[config.mk]
export PLATFORM = sky130hd
export DESIGN_NAME = atc_alu
export DESIGN_NICKNAME = d
export VERILOG_FILES = /design/src/rtl/atc_pkg.sv /design/src/rtl/atc_alu.sv
export SDC_FILE = /design/constraint.sdc
export NUM_CORES = 2
export LEC_CHECK = 0
export BUFFER_PORTS_ARGS = -buffer_cell sky130_fd_sc_hd__buf_2
export CAP_MARGIN = 0
export CORE_ASPECT_RATIO = 0.9
export CORE_MARGIN = 5
export CORE_UTILIZATION = 25
export DETAILED_ROUTE_END_ITERATION = 7
export PLACE_DENSITY_LB_ADDON = 0.08
export SKIP_CTS_REPAIR_TIMING = 1
export SYNTH_ARGS = -nofsm -noshare
export SYNTH_HDL_FRONTEND = slang
export SYNTH_SLANG_ARGS = --single-unit
[constraint.sdc]
create_clock -name clk -period 24 [get_ports clk]
set_input_delay 3.6 -clock clk [delete_from_list [all_inputs] [get_ports clk]]
set_output_delay 3.6 -clock clk [all_outputs]
set_load 0.005 [all_outputs]
[src/rtl/atc_pkg.sv]
package atc_pkg;

  localparam int DATA_W     = 32;
  localparam int GAIN_W     = 31;
  localparam int CFG_IDX_W  = 3;
  localparam int CFG_DATA_W = 32;

  // shared unit widths: 33x33 signed multiply, wide accumulator for the
  // partial-product chain of the adaptation step
  localparam int MUL_W  = 33;
  localparam int PROD_W = 2 * MUL_W;
  localparam int ACC_W  = PROD_W + 2;
  localparam int KPROD_W = GAIN_W + DATA_W;
  localparam int YR_W    = 2 * DATA_W;

  localparam logic [GAIN_W-1:0] ERROR_WEIGHT_RST  = 31'd327680;   // 5.0
  localparam logic [GAIN_W-1:0] FEEDBACK_GAIN_RST = 31'd655360;   // 10.0
  localparam logic [GAIN_W-1:0] RATE_RST          = 31'd131072;   // 2.0
  localparam logic [DATA_W-1:0] TIME_STEP_RST     = 32'd4294967;  // ~1 ms
  localparam logic signed [DATA_W-1:0] ONE_Q16    = 32'sd65536;   // 1.0

  localparam logic [CFG_IDX_W-1:0] REG_ERROR_WEIGHT  = 3'd0;
  localparam logic [CFG_IDX_W-1:0] REG_FEEDBACK_GAIN = 3'd1;
  localparam logic [CFG_IDX_W-1:0] REG_MASS_RATE     = 3'd2;
  localparam logic [CFG_IDX_W-1:0] REG_DAMPING_RATE  = 3'd3;
  localparam logic [CFG_IDX_W-1:0] REG_OFFSET_RATE   = 3'd4;
  localparam logic [CFG_IDX_W-1:0] REG_TIME_STEP     = 3'd5;

  typedef enum logic [1:0] {
    BASE_ZERO    = 2'd0,
    BASE_ACC     = 2'd1,
    BASE_ACC_SHR = 2'd2,
    BASE_OPA     = 2'd3
  } base_sel_t;

  typedef enum logic [1:0] {
    ADD_PROD   = 2'd0,
    ADD_PROD_Q = 2'd1,
    ADD_OPB    = 2'd2
  } addend_sel_t;

  typedef struct packed {
    logic        acc_en;
    base_sel_t   base;
    addend_sel_t addend;
    logic        sub;
  } alu_ctl_t;

endpackage

[src/rtl/atc_alu.sv]
module atc_alu import atc_pkg::*; (
  input  logic                     clk,
  input  alu_ctl_t                 ctl,
  input  logic signed [MUL_W-1:0]  mul_a,
  input  logic signed [MUL_W-1:0]  mul_b,
  input  logic signed [DATA_W-1:0] opa,
  input  logic signed [DATA_W-1:0] opb,
  output logic signed [PROD_W-1:0] prod,
  output logic signed [ACC_W-1:0]  acc
);

  logic signed [ACC_W-1:0] prod_x;
  logic signed [ACC_W-1:0] opa_x;
  logic signed [ACC_W-1:0] opb_x;
  logic signed [ACC_W-1:0] base;
  logic signed [ACC_W-1:0] addend;
  logic signed [ACC_W-1:0] acc_next;

  assign prod_x = {{(ACC_W-PROD_W){prod[PROD_W-1]}}, prod};
  assign opa_x  = {{(ACC_W-DATA_W){opa[DATA_W-1]}}, opa};
  assign opb_x  = {{(ACC_W-DATA_W){opb[DATA_W-1]}}, opb};

  always_comb begin
    unique case (ctl.base)
      BASE_ZERO:    base = '0;
      BASE_ACC:     base = acc;
      BASE_ACC_SHR: base = acc >>> DATA_W;
      BASE_OPA:     base = opa_x;
      default:      base = '0;
    endcase
    unique case (ctl.addend)
      ADD_PROD:   addend = prod_x;
      ADD_PROD_Q: addend = prod_x >>> (DATA_W / 2);   // floor of a Q16.16 product
      ADD_OPB:    addend = opb_x;
      default:    addend = '0;
    endcase
    // subtract as add of the complement with carry in
    acc_next = base + (ctl.sub ? ~addend : addend) + ACC_W'(ctl.sub);
  end

  always_ff @(posedge clk) begin
    prod <= mul_a * mul_b;
    if (ctl.acc_en) begin
      acc <= acc_next;
    end
  end

endmodule

[Word level (Yosys, flattened, before mapping)]
Index checks and enable logic that the tools add are counted.
W data, S select, Z words.
Word-level totals
  bits in registers: 134
  output and inout bits: 134
  bits of input ports: 137
  logic and storage cells: 16
Cells by class
  bitwise gates (word level): 1
  $add $sub $neg: 2
  multiplexer cells: 3
  $mul: 1
  equal/unequal tests: 5
  reductions and logical operators: 2
Operators by type and width (count)
  $pmux W68 S4: 1
  $pmux W68 S3: 1
  $add A68 B1 Y68: 1
  $add A68 B68 Y68: 1
  $mux W68: 1
  $not A68 Y68: 1
  $mul A33 B33 Y66: 1
  $eq A2 B2 Y1 const B: 3
  $eq A2 B1 Y1 const B: 2
  $logic_not A2 Y1: 2

[Longest topological paths before layout]
  word-level depth: 6
  gate-level depth with buffers: 28
  gate-level depth less buffers: 27

[Least setup slack after synthesis]
Ideal clock, no wire load.
  path type: input port to flip-flop
  start point: input port mul_a[32]
  end point: register prod[63]
  arrival time: 11.007 ns
  setup slack: 12.921 ns
  required time: 23.928 ns
  path buffers: 1
  stages on the path: 25
  setup time: 0.072 ns
  path through: clkbuf_1 -> nand2_1 -> inv_1 -> fa_1 -> inv_1 -> fa_1 -> fa_1 -> inv_1 -> fa_1 -> fa_1 -> fa_1 -> fa_1 -> inv_1 -> fa_1 -> inv_1 -> ha_1 -> and3_1 -> and2_1 -> a221oi_1 -> o21ai_0 -> a31o_2 -> o2111ai_1 -> a211oi_1 -> nor4_1 -> xnor2_1
Between the ends
  longest elaborated chain between the ends: 1
Ends and longest elaborated chain
  from (decl): RTL line atc_alu.sv:4  | input logic signed [MUL_W-1:0] mul_a,
  $mul A33 B33 Y66: RTL line atc_alu.sv:42  | prod <= mul_a * mul_b;
  to (signal assigned): RTL line atc_alu.sv:42
  to (decl): RTL line atc_alu.sv:8  | output logic signed [PROD_W-1:0] prod,
No other way between the ends.
A chain may end at the register's enable or synchronous reset.

[Worst setup path after layout]
  start point: input port mul_b[9]
  end point: register prod[64]
Between the ends
  longest elaborated chain between the ends: 1
Ends and longest elaborated chain
  from (decl): RTL line atc_alu.sv:5  | input logic signed [MUL_W-1:0] mul_b,
  $mul A33 B33 Y66: RTL line atc_alu.sv:42
No other way between the ends.

==> out/metrics.yaml <==
critPathLaunchType: "input port"
synthFlopType: "edfxtp_1"
syn_avg_cell_area_sq_um: 9.05
drc: 0
start_util: 0.251
routed_via_density: 4.52
cp-end-kind: "flop"
cp.arrival_ns: 12.20
synth_top_area_frac: 0.463
die-area_sq_um: 207000
yosysSeqAreaShare: 0.0679
antenna_found_initial: 18
route.vias.total: 36800
critPathMaxFanout: 33
status: "finished, final reports clean"
fp.dieW_microns: 479
crit_buf_inv: 4
boundaryPins: 271
cts_root_buffer: "clkbuf_16"
clock_skew_ns: 0.0162
cpMostUsedCell: "fa_1"
final.setup.tns_ns: 0
final_layout_size_suffix_gt1_frac: 0.0752
grt_setup_unrepaired: "false"
synth.largest_area_cell: "fa_1"
period_share: 0.494
grt_pass1_wl_mm: 286
clk_path_buf_depth: 2
yosysUniqueCellTypes: 79
synth_compound_area_frac: 0.0815
rrSetupSlack_ns: 19.12
synth_simple_gate_area_frac: 0.161
critPathMaxStageDelay_ns: 1.06
gp_congestion: 0.856
synth-edff-count: 68
grt_max_degree: 69
clkTransAtPathRegs_ns: 0.06
cts.sinks: 134
tightest_slew_ns: 1.09
core_sq_um: 198000
yosysWarnings: 0
grt_pass1_vias: 41200
synthCells: 5472
syn_area_sq_um: 49500
cts_tree: "built"
dp_hpwl_mm: 153
ys_ff_latch: 134
yosys-mux-area-fraction: 0.0115
worstPathCellList: "buf_2, nand2_1, fa_1, fa_1, fa_1, inv_1, fa_1, fa_1, fa_1, inv_1, fa_1, fa_1, inv_1, ha_1, a21oi_1, o21bai_1, a21oi_1, o21ai_0, a21oi_1, nor2_1, a2111oi_0, o211ai_1"
die_h_microns: 432
cap_viol_max_count: 0
dr.pass1.iters: 5
worstSkewPairLatency_ns: 0.49
synthArstFlopShare: 0
hold_path_class: "reg2reg"
final_util: 0.274
layout_min_cycle_time_ns: 11.87
yosys-top-cells-area: "fa_1 (46%), inv_1 (8.8%), and2_1 (7.1%)"
drv_slew: 0
cp_top_family: "adder cells"
fmax_mhz: 84.3
ant_nets: 0
drt-total-wl_mm: 190
synthAdderAreaFrac: 0.535
grt_util_all_layers: 0.185
port_buffers: 270
relSlewSlack: 0.276
synth_nets: 7038
synthTopCellsByCount: "inv_1 (1161), fa_1 (1146), nand2_1 (633)"
grt_overflow: 0
core.rowCount: 155
criticalPathCategory: "in2reg"
synthXorXnorAreaFrac: 0.0331
crit_required_ns: 24.33
synth_top_family_by_area: "adder cells"
drtIter0Drc: 2040
setup_viol: 0
finalNetCount: 7087
slowest_stage: "fa_1"
synth_most_common_cell: "inv_1"
hold_viol: 0
syn_to_final_growth_pct: 9.13
cts_buffers: 17
post_drt_wl_per_cell_microns: 23.3
htreeDepth: 4
worst register-to-register path: stages (launching register included):
cell	delay, ns
edfxtp_1	0.40
inv_1	0.06
o21ai_0	0.07
nand2_1	0.09
buf_4	0.41
a21oi_1	0.20
ha_1	0.55
nand4_1	0.28
nor3_1	0.64
nand3_1	0.23
nor3b_1	0.24
a211oi_1	0.15
buf_4	0.19
a211o_1	0.38
and2_1	0.22
o31a_1	0.26
o311ai_1	0.30
sequential cells by signal, summed over array words and instances, names as in the netlist:
name and cells:
acc 68, prod 66
cell type report:
cell class | count | area [sq um]
antenna | 10 | 25.0
clock buffer | 20 | 489
clock inverter | 12 | 124
fill | 21300 | 144000
inverter | 1162 | 4360
multi-input combinational | 3886 | 40700
sequential | 134 | 3360
tap | 2590 | 3240
timing repair buffer | 320 | 1730
per-stage QoR:
stage | setup slack, ns | cell area, sq um | instances | hold WS (ns)
finish | 12.13 | 54100 | 8134 | 0.964
CTS | 12.03 | 54000 | 8124 | 0.981
global placement | 11.44 | 53400 | 8092 | 0.940
detailed placement | 11.53 | 53400 | 8092 | 0.962
floorplan | 12.92 | 49500 | 5472 | 0.737
global route | 11.64 | 54000 | 8125 | 0.996
path summary, 6_finish.rpt:
check | startpoint | end | cells after the start
setup / recovery | mul_b[9] | prod[64]$_DFF_P_ | 22
hold / removal | acc[0]$_DFFE_PP_ | acc[0]$_DFFE_PP_ | 2
setup reg to reg | acc[67]$_DFFE_PP_ | acc[60]$_DFFE_PP_ | 16
hold reg to reg | acc[0]$_DFFE_PP_ | acc[0]$_DFFE_PP_ | 2
cells in the final DEF, fill, tap and decap left out, types with 95 or more instances in the layout:
master / instances
o21ai_0: 95
nand2_1: 633
a21oi_1: 261
buf_2: 269
and2_1: 566
nor2_1: 116
xnor2_1: 156
ha_1: 283
inv_1: 1161
fa_1: 1146
cell families (layout without fill, tap and decap cells):
group | count (synthesis) | after routing
other cells | 0 | 10
xor+xnor | 187 | 187
simple gates | 1584 | 1584
flops | 134 | 134
mux | 53 | 53
buf+inv | 1452 | 1514
compound gates | 633 | 633
fa+ha+maj | 1429 | 1429
per-layer routing:
metal | global-route usage | wire length [microns]
met5 | 0 | 0
met4 | 0.0368 | 3900
met3 | 0.0170 | 6870
met2 | 0.299 | 86200
met1 | 0.271 | 92700
Power is not shown: default switching activity piles up to over one toggle a cycle in this logic, so the estimate is an artifact.
